===== src/rtl/note_token_parser_macros.svh =====
// Assertion helpers for the note token parser.
`ifndef NOTE_TOKEN_PARSER_MACROS_SVH
`define NOTE_TOKEN_PARSER_MACROS_SVH

// cond must never hold
`define NTP_ASSERT_NEVER(lbl, clk, rstn, cond) \
  lbl: assert property (@(posedge clk) disable iff (!rstn) !(cond)) \
    else $error("ntp: forbidden condition seen");

// a implies c in the same cycle
`define NTP_ASSERT_IMP(lbl, clk, rstn, a, c) \
  lbl: assert property (@(posedge clk) disable iff (!rstn) (a) |-> (c)) \
    else $error("ntp: implication failed");

// a implies c in the next cycle
`define NTP_ASSERT_NEXT(lbl, clk, rstn, a, c) \
  lbl: assert property (@(posedge clk) disable iff (!rstn) (a) |=> (c)) \
    else $error("ntp: next-cycle implication failed");

`endif


===== src/rtl/ntp_pkg.sv =====
`default_nettype none
package ntp_pkg;

  localparam int MIDI_W = 7;
  localparam int DUR_W  = 19;
  localparam int RATE_W = 21;
  localparam int KIND_W = 2;

  localparam logic [KIND_W-1:0] KIND_NONE = 2'd0;
  localparam logic [KIND_W-1:0] KIND_NOTE = 2'd1;
  localparam logic [KIND_W-1:0] KIND_REST = 2'd2;
  localparam logic [KIND_W-1:0] KIND_HIT  = 2'd3;

  localparam logic [DUR_W-1:0]  ONE_BEAT_Q16   = 19'd65536;
  localparam logic [DUR_W-1:0]  FOUR_BEATS_Q16 = 19'd262144;
  localparam logic [21:0]       DIVISOR_CAP    = 22'd262145;
  localparam logic [13:0]       NUMBER_CAP     = 14'd999;
  localparam logic [RATE_W-1:0] RATE_UNITY     = 21'd65536;

  localparam int CFG_KEY   = 0;
  localparam int CFG_SCALE = 1;

  // controller to datapath commands
  typedef struct packed {
    logic take;      // char item accepted this cycle
    logic eval;      // close token, latch result, start divider
    logic load_out;  // move result into output register
  } ntp_cmd_t;

  // round(2^(k/12) * 2^30)
  function automatic logic [30:0] octave_q30(input logic [3:0] k);
    logic [30:0] v;
    unique case (k)
      4'd0:    v = 31'd1073741824;
      4'd1:    v = 31'd1137589835;
      4'd2:    v = 31'd1205234447;
      4'd3:    v = 31'd1276901417;
      4'd4:    v = 31'd1352829926;
      4'd5:    v = 31'd1433273380;
      4'd6:    v = 31'd1518500250;
      4'd7:    v = 31'd1608794974;
      4'd8:    v = 31'd1704458901;
      4'd9:    v = 31'd1805811301;
      4'd10:   v = 31'd1913190429;
      4'd11:   v = 31'd2026954652;
      default: v = 31'd0;
    endcase
    return v;
  endfunction

  function automatic logic [3:0] degree_offset(input logic minor, input logic [2:0] idx);
    logic [3:0] v;
    unique case (idx)
      3'd0:    v = 4'd0;
      3'd1:    v = 4'd2;
      3'd2:    v = minor ? 4'd3 : 4'd4;
      3'd3:    v = 4'd5;
      3'd4:    v = 4'd7;
      3'd5:    v = minor ? 4'd8 : 4'd9;
      3'd6:    v = minor ? 4'd10 : 4'd11;
      default: v = 4'd0;
    endcase
    return v;
  endfunction

  // 2^((m-69)/12) in Q5.16, round half up
  function automatic logic [RATE_W-1:0] rate_for(input logic [MIDI_W-1:0] m);
    logic [7:0]  t;
    logic [13:0] p;
    logic [3:0]  o;
    logic [7:0]  o12;
    logic [3:0]  k;
    logic [4:0]  s;
    logic [31:0] x;
    logic [31:0] r;
    t   = {1'b0, m} + 8'd3;
    p   = 14'(t) * 14'd43;   // t/12 exact for t <= 130
    o   = p[12:9];
    o12 = {4'b0, o} * 8'd12;
    k   = 4'(t - o12);
    s   = 5'd20 - {1'b0, o};
    x   = {1'b0, octave_q30(k)};
    r   = (x + (32'd1 << (s - 5'd1))) >> s;
    return r[RATE_W-1:0];
  endfunction

endpackage
`default_nettype wire


===== src/rtl/ntp_div.sv =====
`default_nettype none
module ntp_div
  import ntp_pkg::*;
(
  input  wire logic             clk,
  input  wire logic             rst_n,
  input  wire logic             start,
  input  wire logic [DUR_W-1:0] den,
  output logic                  busy,
  output logic [DUR_W-1:0]      quo
);

  // restoring divide of four beats by den, one quotient bit a cycle
  logic             busy_r, busy_nxt;
  logic [4:0]       cnt_r, cnt_nxt;
  logic [DUR_W-1:0] rem_r;
  logic [DUR_W-1:0] quo_r, den_r;
  logic [DUR_W:0]   rem_sh;
  logic             fits;

  assign rem_sh = {rem_r, quo_r[DUR_W-1]};
  assign fits   = rem_sh >= {1'b0, den_r};

  always_comb begin
    busy_nxt = busy_r;
    cnt_nxt  = cnt_r;
    if (start) begin
      busy_nxt = 1'b1;
      cnt_nxt  = 5'(DUR_W - 1);
    end else if (busy_r) begin
      cnt_nxt = cnt_r - 5'd1;
      if (cnt_r == 5'd0) busy_nxt = 1'b0;
    end
  end

  always_ff @(posedge clk) begin
    if (!rst_n) begin
      busy_r <= 1'b0;
      cnt_r  <= 5'd0;
    end else begin
      busy_r <= busy_nxt;
      cnt_r  <= cnt_nxt;
    end
  end

  // for a nonzero den the remainder stays below den, so it fits DUR_W bits
  always_ff @(posedge clk) begin
    if (start) begin
      rem_r <= '0;
      quo_r <= FOUR_BEATS_Q16;
      den_r <= den;
    end else if (busy_r) begin
      rem_r <= fits ? DUR_W'(rem_sh - {1'b0, den_r}) : rem_sh[DUR_W-1:0];
      quo_r <= {quo_r[DUR_W-2:0], fits};
    end
  end

  assign busy = busy_r;
  assign quo  = quo_r;

endmodule
`default_nettype wire


===== src/rtl/ntp_ctrl.sv =====
`default_nettype none
module ntp_ctrl
  import ntp_pkg::*;
(
  input  wire logic clk,
  input  wire logic rst_n,
  input  wire logic in_tvalid,
  input  wire logic in_tlast,
  input  wire logic out_tready,
  input  wire logic div_busy,
  output logic      in_tready,
  output logic      out_tvalid,
  output ntp_cmd_t  cmd
);

  typedef enum logic [1:0] {S_RUN, S_EVAL, S_DIV, S_OUT} state_t;

  state_t state_r, state_nxt;
  logic   out_valid_r, out_valid_nxt;

  always_comb begin
    state_nxt     = state_r;
    cmd           = '0;
    cmd.take      = (state_r == S_RUN) && in_tvalid;
    unique case (state_r)
      S_RUN:  if (in_tvalid && in_tlast) state_nxt = S_EVAL;
      S_EVAL: begin
        cmd.eval  = 1'b1;
        state_nxt = S_DIV;
      end
      S_DIV:  if (!div_busy) state_nxt = S_OUT;
      S_OUT: begin
        if (!out_valid_r || out_tready) begin
          cmd.load_out = 1'b1;
          state_nxt    = S_RUN;
        end
      end
      default: state_nxt = S_RUN;
    endcase
    out_valid_nxt = cmd.load_out ? 1'b1 : (out_tready ? 1'b0 : out_valid_r);
  end

  always_ff @(posedge clk) begin
    if (!rst_n) begin
      state_r     <= S_RUN;
      out_valid_r <= 1'b0;
    end else begin
      state_r     <= state_nxt;
      out_valid_r <= out_valid_nxt;
    end
  end

  assign in_tready  = (state_r == S_RUN);
  assign out_tvalid = out_valid_r;

endmodule
`default_nettype wire


===== src/rtl/ntp_dpath.sv =====
`default_nettype none
module ntp_dpath
  import ntp_pkg::*;
#(
  parameter int MAX_TOKEN_CHARS = 63
) (
  input  wire logic              clk,
  input  wire logic              rst_n,
  input  wire ntp_cmd_t          cmd,
  input  wire logic [7:0]        ch,
  input  wire logic              cfg_valid,
  input  wire logic              cfg_index,
  input  wire logic [3:0]        cfg_data,
  input  wire logic [DUR_W-1:0]  div_quo,
  output logic [DUR_W-1:0]       div_den,
  output logic [KIND_W-1:0]      out_kind,
  output logic [MIDI_W-1:0]      out_midi,
  output logic                   out_clamped,
  output logic                   out_malformed,
  output logic [DUR_W-1:0]       out_duration,
  output logic [RATE_W-1:0]      out_rate
);

  localparam int CW = $clog2(MAX_TOKEN_CHARS + 1);
  localparam int SW = CW + 1;
  localparam int DW = SW + 6;

  typedef enum logic [3:0] {
    PH_C0, PH_C1, PH_OCT0, PH_WS, PH_SGN, PH_DIG, PH_LOCK,
    PH_DEG_NUM, PH_DEG_SH, PH_FAIL, PH_NONE
  } phase_t;

  typedef enum logic [2:0] {
    CL_HIT, CL_ONE, CL_TILDE, CL_DLET, CL_KEY, CL_SIGN, CL_DIGIT, CL_LETTER
  } cls_t;

  localparam logic [1:0] ACC_NONE  = 2'd0;
  localparam logic [1:0] ACC_SHARP = 2'd1;
  localparam logic [1:0] ACC_FLAT  = 2'd2;

  typedef enum logic [1:0] {DS_WS, DS_SGN, DS_DIG, DS_END} dstate_t;

  // config
  logic [3:0] key_r;
  logic       minor_r;

  // token parse state
  phase_t          phase_r, phase_nxt;
  cls_t            cls_r, cls_nxt;
  logic [3:0]      base_r, base_nxt;
  logic [1:0]      acc_r, acc_nxt;
  logic [9:0]      num_r, num_nxt;
  logic            neg_r, neg_nxt;
  logic signed [SW-1:0] shift_r, shift_nxt;
  logic [DUR_W-1:0] den_r, den_nxt;
  dstate_t         dst_r, dst_nxt;
  logic            dneg_r, dneg_nxt;
  logic            slash_r, slash_nxt;
  logic            closed_r, closed_nxt;
  logic [CW-1:0]   count_r, count_nxt;

  // latched result
  logic [KIND_W-1:0] res_kind_r;
  logic [MIDI_W-1:0] res_midi_r;
  logic              res_clamp_r, res_malf_r, res_use_div_r, res_zero_r;
  logic [RATE_W-1:0] rate_r;

  // character decode
  logic       is_dig, is_sp, is_sign, eff;
  logic [3:0] dval;
  logic [7:0] lc;
  logic       let_ok;
  logic [3:0] let_base;
  logic [13:0] nm;
  logic [9:0]  num_sat;
  logic [21:0] dm;
  logic [DUR_W-1:0] den_sat;

  assign is_dig  = (ch >= "0") && (ch <= "9");
  assign dval    = 4'(ch - "0");
  assign is_sp   = (ch == 8'd32) || ((ch >= 8'd9) && (ch <= 8'd13));
  assign is_sign = (ch == "+") || (ch == "-");
  assign lc      = ((ch >= "A") && (ch <= "Z")) ? ch + 8'd32 : ch;
  assign eff     = cmd.take && !closed_r && (ch != 8'd0) &&
                   (count_r < CW'(MAX_TOKEN_CHARS));

  assign nm      = 14'(num_r) * 14'd10 + 14'(dval);
  assign num_sat = (nm > NUMBER_CAP) ? NUMBER_CAP[9:0] : nm[9:0];
  assign dm      = 22'(den_r) * 22'd10 + 22'(dval);
  assign den_sat = (dm > DIVISOR_CAP) ? DIVISOR_CAP[DUR_W-1:0] : dm[DUR_W-1:0];

  always_comb begin
    let_ok   = 1'b1;
    let_base = 4'd0;
    unique case (lc)
      "c":     let_base = 4'd0;
      "d":     let_base = 4'd2;
      "e":     let_base = 4'd4;
      "f":     let_base = 4'd5;
      "g":     let_base = 4'd7;
      "a":     let_base = 4'd9;
      "b":     let_base = 4'd11;
      default: let_ok   = 1'b0;
    endcase
  end

  // per-character state update
  always_comb begin
    phase_nxt  = phase_r;
    cls_nxt    = cls_r;
    base_nxt   = base_r;
    acc_nxt    = acc_r;
    num_nxt    = num_r;
    neg_nxt    = neg_r;
    shift_nxt  = shift_r;
    den_nxt    = den_r;
    dst_nxt    = dst_r;
    dneg_nxt   = dneg_r;
    slash_nxt  = slash_r;
    closed_nxt = closed_r;
    count_nxt  = count_r;

    if (cmd.take && !closed_r && (ch == 8'd0)) closed_nxt = 1'b1;
    if (eff) count_nxt = count_r + CW'(1);

    if (eff && !slash_r && (ch == "/")) begin
      slash_nxt = 1'b1;   // pitch part frozen, duration part follows
    end else if (eff && slash_r) begin
      unique case (dst_r)
        DS_WS: begin
          priority if (is_sp) dst_nxt = DS_WS;
          else if (is_sign) begin
            dneg_nxt = (ch == "-");
            dst_nxt  = DS_SGN;
          end else if (is_dig) begin
            den_nxt = DUR_W'(dval);
            dst_nxt = DS_DIG;
          end else dst_nxt = DS_END;
        end
        DS_SGN: begin
          if (is_dig) begin
            den_nxt = DUR_W'(dval);
            dst_nxt = DS_DIG;
          end else dst_nxt = DS_END;
        end
        DS_DIG: begin
          if (is_dig) den_nxt = den_sat;
          else dst_nxt = DS_END;
        end
        default: dst_nxt = DS_END;
      endcase
    end else if (eff) begin
      unique case (phase_r)
        PH_C0: begin
          priority if ((ch == "x") || (ch == "X")) begin
            cls_nxt = CL_HIT;   phase_nxt = PH_C1;
          end else if (ch == "1") begin
            cls_nxt = CL_ONE;   num_nxt = 10'd1; phase_nxt = PH_C1;
          end else if (ch == "~") begin
            cls_nxt = CL_TILDE; phase_nxt = PH_C1;
          end else if (lc == "d") begin
            cls_nxt = CL_DLET;  base_nxt = 4'd2; phase_nxt = PH_C1;
          end else if (lc == "k") begin
            cls_nxt = CL_KEY;   phase_nxt = PH_WS;
          end else if (is_sign) begin
            cls_nxt = CL_SIGN;  neg_nxt = (ch == "-"); phase_nxt = PH_C1;
          end else if (is_dig) begin
            cls_nxt = CL_DIGIT; num_nxt = 10'(dval); phase_nxt = PH_DIG;
          end else if (let_ok) begin
            cls_nxt = CL_LETTER; base_nxt = let_base; phase_nxt = PH_C1;
          end else phase_nxt = PH_NONE;
        end
        PH_C1: begin
          unique case (cls_r)
            CL_HIT, CL_TILDE: phase_nxt = PH_NONE;
            CL_ONE: begin
              priority if (is_dig) begin
                num_nxt = num_sat; phase_nxt = PH_DIG;
              end else if (is_sp) phase_nxt = PH_LOCK;
              else phase_nxt = PH_FAIL;
            end
            CL_SIGN: begin
              if (is_dig) begin
                num_nxt = 10'(dval); phase_nxt = PH_DIG;
              end else phase_nxt = PH_NONE;
            end
            CL_DLET, CL_LETTER: begin
              // 'd' with a digit is always a scale degree
              priority if (is_dig && (cls_r == CL_DLET)) begin
                num_nxt = 10'(dval); phase_nxt = PH_DEG_NUM;
              end else if (ch == "#") begin
                acc_nxt = ACC_SHARP; phase_nxt = PH_OCT0;
              end else if (lc == "b") begin
                acc_nxt = ACC_FLAT;  phase_nxt = PH_OCT0;
              end else if (is_dig) begin
                num_nxt = 10'(dval); phase_nxt = PH_DIG;
              end else phase_nxt = PH_FAIL;
            end
            default: phase_nxt = PH_FAIL;
          endcase
        end
        PH_OCT0, PH_SGN: begin
          if (is_dig) begin
            num_nxt = 10'(dval); phase_nxt = PH_DIG;
          end else phase_nxt = PH_FAIL;
        end
        PH_WS: begin
          priority if (is_sp) phase_nxt = PH_WS;
          else if (is_sign) begin
            neg_nxt = (ch == "-"); phase_nxt = PH_SGN;
          end else if (is_dig) begin
            num_nxt = 10'(dval); phase_nxt = PH_DIG;
          end else phase_nxt = PH_FAIL;
        end
        PH_DIG: begin
          priority if (is_dig) num_nxt = num_sat;
          else if (is_sp) phase_nxt = PH_LOCK;
          else phase_nxt = PH_FAIL;
        end
        PH_DEG_NUM, PH_DEG_SH: begin
          priority if (is_dig && (phase_r == PH_DEG_NUM)) num_nxt = num_sat;
          else if (ch == "^") begin
            shift_nxt = shift_r + SW'(1); phase_nxt = PH_DEG_SH;
          end else if (ch == "_") begin
            shift_nxt = shift_r - SW'(1); phase_nxt = PH_DEG_SH;
          end else phase_nxt = PH_FAIL;
        end
        default: phase_nxt = phase_r;   // locked, failed or none
      endcase
    end

    if (cmd.eval) begin
      phase_nxt  = PH_C0;
      cls_nxt    = CL_HIT;
      base_nxt   = 4'd0;
      acc_nxt    = ACC_NONE;
      num_nxt    = 10'd0;
      neg_nxt    = 1'b0;
      shift_nxt  = '0;
      den_nxt    = '0;
      dst_nxt    = DS_WS;
      dneg_nxt   = 1'b0;
      slash_nxt  = 1'b0;
      closed_nxt = 1'b0;
      count_nxt  = '0;
    end
  end

  always_ff @(posedge clk) begin
    if (!rst_n) begin
      key_r    <= 4'd0;
      minor_r  <= 1'b0;
      phase_r  <= PH_C0;
      cls_r    <= CL_HIT;
      base_r   <= 4'd0;
      acc_r    <= ACC_NONE;
      num_r    <= 10'd0;
      neg_r    <= 1'b0;
      shift_r  <= '0;
      den_r    <= '0;
      dst_r    <= DS_WS;
      dneg_r   <= 1'b0;
      slash_r  <= 1'b0;
      closed_r <= 1'b0;
      count_r  <= '0;
    end else begin
      if (cfg_valid && (cfg_index == 1'(CFG_KEY)))   key_r   <= cfg_data;
      if (cfg_valid && (cfg_index == 1'(CFG_SCALE))) minor_r <= cfg_data[0];
      phase_r  <= phase_nxt;
      cls_r    <= cls_nxt;
      base_r   <= base_nxt;
      acc_r    <= acc_nxt;
      num_r    <= num_nxt;
      neg_r    <= neg_nxt;
      shift_r  <= shift_nxt;
      den_r    <= den_nxt;
      dst_r    <= dst_nxt;
      dneg_r   <= dneg_nxt;
      slash_r  <= slash_nxt;
      closed_r <= closed_nxt;
      count_r  <= count_nxt;
    end
  end

  // end-of-token evaluation
  logic [6:0] key_midi, num_midi, let_midi, deg_midi;
  logic       key_clamp, num_clamp, let_clamp, deg_clamp;
  logic [3:0] oct;
  logic [7:0] let_sum, deg_base;
  logic signed [DW-1:0] dsum;
  logic [KIND_W-1:0] e_kind;
  logic [6:0]  e_midi;
  logic        e_clamp, e_malf;

  always_comb begin
    // piano key, 1..88
    key_clamp = neg_r || (num_r == 10'd0) || (num_r > 10'd88);
    if (neg_r || (num_r == 10'd0)) key_midi = 7'd21;
    else if (num_r > 10'd88)       key_midi = 7'd108;
    else                           key_midi = 7'(num_r) + 7'd20;
    // MIDI number, 0..127
    if (neg_r) begin
      num_midi  = 7'd0;
      num_clamp = (num_r != 10'd0);
    end else if (num_r > 10'd127) begin
      num_midi  = 7'd127;
      num_clamp = 1'b1;
    end else begin
      num_midi  = 7'(num_r);
      num_clamp = 1'b0;
    end
    // letter name, octave 0..8
    let_clamp = (num_r > 10'd8);
    oct       = let_clamp ? 4'd8 : num_r[3:0];
    let_sum   = ({4'b0, oct} + 8'd1) * 8'd12 + {4'b0, base_r};
    if (acc_r == ACC_SHARP)     let_sum = let_sum + 8'd1;
    else if (acc_r == ACC_FLAT) let_sum = let_sum - 8'd1;
    let_midi  = let_sum[6:0];
    // scale degree
    deg_base  = 8'd60 + {4'b0, key_r} +
                {4'b0, degree_offset(minor_r, 3'(num_r - 10'd1))};
    dsum      = DW'(deg_base) + DW'(shift_r) * DW'(12);
    deg_clamp = (dsum < 0) || (dsum > 127);
    if (dsum < 0)        deg_midi = 7'd0;
    else if (dsum > 127) deg_midi = 7'd127;
    else                 deg_midi = dsum[6:0];

    e_kind  = KIND_REST;
    e_midi  = 7'd0;
    e_clamp = 1'b0;
    e_malf  = 1'b0;
    unique case (phase_r)
      PH_C0, PH_NONE: e_kind = KIND_NONE;
      PH_C1: begin
        unique case (cls_r)
          CL_HIT, CL_ONE: e_kind = KIND_HIT;
          CL_TILDE:       e_kind = KIND_REST;
          CL_SIGN:        e_kind = KIND_NONE;
          default:        e_malf = 1'b1;
        endcase
      end
      PH_DIG, PH_LOCK: begin
        e_kind = KIND_NOTE;
        unique case (cls_r)
          CL_KEY: begin
            e_midi = key_midi; e_clamp = key_clamp;
          end
          CL_DLET, CL_LETTER: begin
            e_midi = let_midi; e_clamp = let_clamp;
          end
          default: begin
            e_midi = num_midi; e_clamp = num_clamp;
          end
        endcase
      end
      PH_DEG_NUM, PH_DEG_SH: begin
        if ((num_r >= 10'd1) && (num_r <= 10'd7)) begin
          e_kind  = KIND_NOTE;
          e_midi  = deg_midi;
          e_clamp = deg_clamp;
        end else e_malf = 1'b1;
      end
      default: e_malf = 1'b1;
    endcase
  end

  always_ff @(posedge clk) begin
    if (cmd.eval) begin
      res_kind_r    <= e_kind;
      res_midi_r    <= e_midi;
      res_clamp_r   <= e_clamp;
      res_malf_r    <= e_malf;
      res_zero_r    <= (e_kind == KIND_NONE);
      res_use_div_r <= slash_r && !dneg_r && (den_r != '0);
    end
    rate_r <= (res_kind_r == KIND_NOTE) ? rate_for(res_midi_r) : RATE_UNITY;
    if (cmd.load_out) begin
      out_kind      <= res_kind_r;
      out_midi      <= res_midi_r;
      out_clamped   <= res_clamp_r;
      out_malformed <= res_malf_r;
      out_rate      <= rate_r;
      if (res_zero_r)         out_duration <= '0;
      else if (res_use_div_r) out_duration <= div_quo;
      else                    out_duration <= ONE_BEAT_Q16;
    end
  end

  assign div_den = den_r;

endmodule
`default_nettype wire


===== src/rtl/note_token_parser.sv =====
// Note token parser. Characters of one token enter one per item on the in_
// stream; the item with in_tlast set closes the token and yields exactly one
// result on the out_ stream (kind in out_tuser, pitch, flags, duration and
// playback rate in out_tdata). Each character is parsed in the cycle it is
// accepted. Closing a token runs an evaluation state, a divider wait (19
// quotient steps of the bit-serial duration divider, then a check that it
// has gone idle) and a load of the output register, which makes the result
// valid. The input is held off during that tail. A finished result can wait
// in the output register while the next token streams in; the load of the
// next result stalls until that waiting item is taken. Characters beyond
// MAX_TOKEN_CHARS are dropped, and a zero character ends the token text.
// Config writes (key tonic, scale_minor) are taken at any cycle but are
// meant to happen while the block is idle.
`default_nettype none
`include "note_token_parser_macros.svh"
module note_token_parser
  import ntp_pkg::*;
#(
  parameter int MAX_TOKEN_CHARS = 63
) (
  input  wire logic        clk,
  input  wire logic        rst_n,
  input  wire logic        in_tvalid,
  output logic             in_tready,
  input  wire logic [7:0]  in_tdata,   // [7:0] ch
  input  wire logic        in_tlast,   // last
  output logic             out_tvalid,
  input  wire logic        out_tready,
  output logic [55:0]      out_tdata,  // [6:0] note number, [7] clamped, [8] malformed,
                                       // [27:9] duration_q16, [48:28] rate_q16
  output logic [1:0]       out_tuser,  // [1:0] kind
  input  wire logic        cfg_valid,
  output logic             cfg_ready,
  input  wire logic        cfg_index,  // 0 key tonic, 1 scale_minor
  input  wire logic [3:0]  cfg_data
);

  ntp_cmd_t          cmd;
  logic              div_busy;
  logic [DUR_W-1:0]  div_den, div_quo;
  logic [KIND_W-1:0] kind;
  logic [MIDI_W-1:0] midi;
  logic              clamped, malformed;
  logic [DUR_W-1:0]  duration;
  logic [RATE_W-1:0] rate;

  assign cfg_ready = 1'b1;

  ntp_ctrl u_ctrl (
    .clk        (clk),
    .rst_n      (rst_n),
    .in_tvalid  (in_tvalid),
    .in_tlast   (in_tlast),
    .out_tready (out_tready),
    .div_busy   (div_busy),
    .in_tready  (in_tready),
    .out_tvalid (out_tvalid),
    .cmd        (cmd)
  );

  ntp_dpath #(
    .MAX_TOKEN_CHARS (MAX_TOKEN_CHARS)
  ) u_dpath (
    .clk           (clk),
    .rst_n         (rst_n),
    .cmd           (cmd),
    .ch            (in_tdata),
    .cfg_valid     (cfg_valid),
    .cfg_index     (cfg_index),
    .cfg_data      (cfg_data),
    .div_quo       (div_quo),
    .div_den       (div_den),
    .out_kind      (kind),
    .out_midi      (midi),
    .out_clamped   (clamped),
    .out_malformed (malformed),
    .out_duration  (duration),
    .out_rate      (rate)
  );

  // divider is started by the close-token command
  ntp_div u_div (
    .clk   (clk),
    .rst_n (rst_n),
    .start (cmd.eval),
    .den   (div_den),
    .busy  (div_busy),
    .quo   (div_quo)
  );

  assign out_tuser = kind;
  assign out_tdata = {7'd0, rate, duration, malformed, clamped, midi};

  // a waiting result is never overwritten
  `NTP_ASSERT_NEVER(a_no_overwrite, clk, rst_n, cmd.load_out && out_tvalid && !out_tready)
  // no character is taken while the divider works
  `NTP_ASSERT_IMP(a_busy_blocks_in, clk, rst_n, div_busy, !in_tready)
  // the closing character is followed by evaluation
  `NTP_ASSERT_NEXT(a_last_evals, clk, rst_n, in_tvalid && in_tready && in_tlast, cmd.eval)

endmodule
`default_nettype wire


===== config.mk =====
export PLATFORM = sky130hd
export DESIGN_NAME = note_token_parser
export DESIGN_NICKNAME = d
export VERILOG_FILES = /design/src/rtl/ntp_pkg.sv /design/src/rtl/ntp_div.sv /design/src/rtl/ntp_ctrl.sv /design/src/rtl/ntp_dpath.sv /design/src/rtl/note_token_parser.sv
export VERILOG_INCLUDE_DIRS = /design/src /design/src/rtl
export SDC_FILE = /design/constraint.sdc
export NUM_CORES = 1
export LEC_CHECK = 0
export BUFFER_PORTS_ARGS = -buffer_cell sky130_fd_sc_hd__buf_2
export CORE_ASPECT_RATIO = 1.2
export CORE_UTILIZATION = 50
export CTS_CLUSTER_SIZE = 30
export DETAILED_ROUTE_END_ITERATION = 12
export PLACE_DENSITY = 0.67
export RECOVER_POWER = 50
export SLEW_MARGIN = 20
export SYNTH_ARGS = -nofsm -noshare
export SYNTH_HDL_FRONTEND = slang
export SYNTH_SLANG_ARGS = --single-unit
export TNS_END_PERCENT = 10

===== constraint.sdc =====
create_clock -name clk -period 9.27 [get_ports clk]
set_input_delay 0.4635 -clock clk [delete_from_list [all_inputs] [get_ports clk]]
set_output_delay 0.4635 -clock clk [all_outputs]
set_load 0.05 [all_outputs]

==> run_results.csv <==
group,metric,value,unit
status,outcome,"complete, but fails checks",
status,violations,"capacitance limit, slew limit",
sta,slew_violations,72,
synth,synthAdderAreaFrac,14.42,%
synth,synth-simple-area-share,20.35,%
synth,async_flop_share,0,%
cts,clockRootBuffer,"clkbuf_16",
route,wirelength,53410,microns
global_routing,grt_pass1_wl,86610,microns
route,first_iter_violations,1236,
sta,setup_tns,0,ns
min_path,hold_path.class,"in -> reg",
critical_path,crit_arrival,9.21,ns
sta,hold_viol,0,
floorplanning,initial_core_util,50.69,%
critical_path,cpPeakStageDelay,0.56,ns
sta,finalClockSkew,0.02012,ns
synth,muxShareOfSynthArea,4.714,%
critical_path,rr_startpoint,"u_dpath.res_midi_r[1]",
final_layout,antenna_cells,0,
cts,clock_latency,0.54,ns
synth,syn_area_per_cell,8.362,sq um
critical_path,reg2regPathDepth,32,
floorplanning,core_area,38850,sq um
route,num_vias,17850,
route,antenna_violating_nets_post_route,0,
flow_run,maxCapViolCount,1,
sta,tightest_slew,3.564,ns
synth,netlist_area,19690,sq um
synth,synth.top_cells.by_area,"dfxtp_1 (14%), edfxtp_1 (13%), ha_1 (12%), nor2_1 (4.3%), a21oi_1 (3.8%)",
cts,clock_sinks,217,
synth,synth_top_area_share,13.62,%
floorplanning,placementRows,79,
floorplanning,die_h,219.4,microns
sta,setup_violations,0,
placed_design,portBuffers,71,
critical_path,worst_setup_path_start_kind,"register",
sta,period_share,94.72,%
floorplanning,dieArea,40190,sq um
global_routing,grt_start_max_net_pins,72,
critical_path,reg2reg_slack,0.49,ns
synth,post-synth-top-area-cell,"dfxtp_1",
route,via_per_inst,6.115,
sta,max_freq,113.9,MHz
cts,numCtsBuffers,24,
global_routing,grt_pass1_vias,17010,
cts,cts.clk_slew.worst_paths,0.06,ns
sta,max_slew_margin,-137.6,%
route,firstDrtPassIters,5,
synth,ys_seq_area_share,26.28,%
critical_path,crit_start,"u_dpath.res_midi_r[1]",
critical_path,cpMaxStageDelayCell,"fa_1",
min_path,whs_path_depth,3,
final_layout,drive_above_1_share,7.400,%
sta,min_period,8.780,ns
cts,cts_max_level,1,
sta,rsz0062_at_grt,"no",
synth,synth_xor_xnor_area_share,5.896,%
route,wl_per_cell,18.30,microns
final_layout,synthToLayoutAreaGrowth,7.574,%
synth,synthFlopType,"dfxtp_1",
synth,synth-compound-area-share,22.69,%
cts,clockBufferDepth,3,
global_routing,overflow,0,
synth,synth_edf_count,83,
critical_path,cp-end-kind,"register",
floorplanning,fp.dieW,183.2,microns
synth,synth_seq_cells,217,
critical_path,required,9.70,ns
global_routing,grt.total_usage,26.40,%
global_routing,antenna_found_initial,0,
synth,synth_cell_types,116,
critical_path,crit_type,"reg -> reg",
critical_path,path_max_fanout,19,
route,drc,0,
floorplanning,ios,80,
critical_path,cp-endpoint,"u_dpath.rate_r[0]",
synth,yosys_warnings,0,
synth,synth_top_family_by_area,"compound AO/OA/AOI/OAI gates",
critical_path,r2r-end,"u_dpath.rate_r[0]",
final_layout,fin_nets,2609,
cts,cts_tree,"built",
placed_design,place_hpwl,40760,microns
placed_design,gp_congestion,1.012,
synth,syn_inst,2355,
Yosys cell counts, types with 30 or more instances:
cell type	n
a211oi_1	46
a21o_1	37
a21oi_1	150
and2_1	46
clkbuf_1	70
dfxtp_1	134
edfxtp_1	83
ha_1	195
inv_1	132
mux2i_1	71
nand2_1	177
nand3_1	62
nor2_1	223
nor2b_1	37
nor3_1	62
o211ai_1	30
o21ai_0	123
or3_1	30
xnor2_1	74
xor2_1	53
worst min path at each step:
stage	startpoint	slack, ns	end
floorplan	u_dpath.rate_r[0]	0.39	u_dpath.out_rate[0]
global placement	u_dpath.rate_r[13]	0.39	u_dpath.out_rate[13]
detailed placement	u_dpath.rate_r[13]	0.39	u_dpath.out_rate[13]
CTS	cfg_data[2]	0.16	u_dpath.key_r[2]
global route	cfg_data[2]	0.17	u_dpath.key_r[2]
finish	cfg_data[2]	0.18	u_dpath.key_r[2]
metrics by stage:
step           hold WS (ns)  utilization (%)  worst slack, ns  std cells  area, sq um
3_3_place_gp         0.3862            52.38           0.2849       2872        20350
4_1_cts              0.1620            54.43           0.1519       2915        21150
3_5_place_dp         0.3897            52.38           0.1880       2872        20350
5_1_grt              0.1746            54.53          0.03037       2918        21180
6_report             0.1792            54.53           0.4896       2918        21180
2_1_floorplan        0.3855                -           0.1678       2361        19720
cell usage in the layout, fill, tap and decap left out, drive strengths merged, types with 27 or more instances in the layout:
cell type  netlist  layout
and3            33      33
nor2b           37      37
a21o            39      39
a211oi          51      51
nand2          178     178
and2            51      51
clkbuf          73      85
xor2            54      54
nor3            62      62
nor4            27      27
o211ai          31      31
nand3           63      63
inv            133     135
dfxtp          134     134
a21oi          151     151
ha             195     195
xnor2           76      76
o21ai          138     138
o21a            27      27
or3             31      31
buf             38      46
mux2i           71      71
edfxtp          83      83
nor2           224     224
area by class of cell:
type	instances	area [sq um]
multi-input cells	1897	13540
clock inverters	13	133.9
repair buffers	101	506.7
inverters	134	503.0
clock buffers	30	664.4
well taps	526	658.1
fillers	3637	17660
flip-flops and latches	217	5176
cell families (layout without fill, tap and decap cells):
group                    count (synthesis)  after routing
buffers and inverters                  247            278
adder cells (fa/ha/maj)                215            215
other                                    2              8
multiplexers                            86             86
flip-flops                             217            217
AO/OA/AOI/OAI                          653            653
XOR/XNOR                               130            130
AND/OR/NAND/NOR                        805            805
flip-flops by register name (all words and copies together), names as in the netlist, 5 cells and up:
register	cells
u_dpath.shift_r	7
u_dpath.out_rate	21
u_dpath.count_r	6
u_dpath.num_r	10
u_div.quo	19
u_dpath.div_den	19
u_div.den_r	19
u_div.cnt_r	5
u_div.rem_r	19
u_dpath.rate_r	21
u_dpath.res_midi_r	7
u_dpath.out_duration	19
u_dpath.out_midi	7
worst max-delay path: cells and delay by family, from the launching register on:
kind,cells,cell delay [ns]
and+or+nand+nor,4,0.97
muxes,1,0.34
AOI/OAI and AO/OA,11,2.97
adders and majority gates,7,2.62
buffers and inverters,5,0.57
xor gates and xnor gates,4,0.79
DFF,1,0.43
per-layer routing:
| metal | track usage [%] | up-vias | part of all wire, % |
|---|---|---|---|
| met1 | 32.25 | 8480 | 42 |
| li1 | - | 8675 | - |
| met5 | 0 | - | 0 |
| met4 | 12.31 | 0 | 4.1 |
| met3 | 2.539 | 125 | 4.5 |
| met2 | 46.59 | 565 | 50 |
what timing repair did:
item | in CTS | in global routing
hold buffers | 0 | 0
setup endpoints to repair | 0 | 21
gates resized for setup | 0 | 20
buffers inserted | 0 | 2
Power is not shown: default switching activity piles up to over one toggle a cycle in this logic, so the estimate is an artifact.
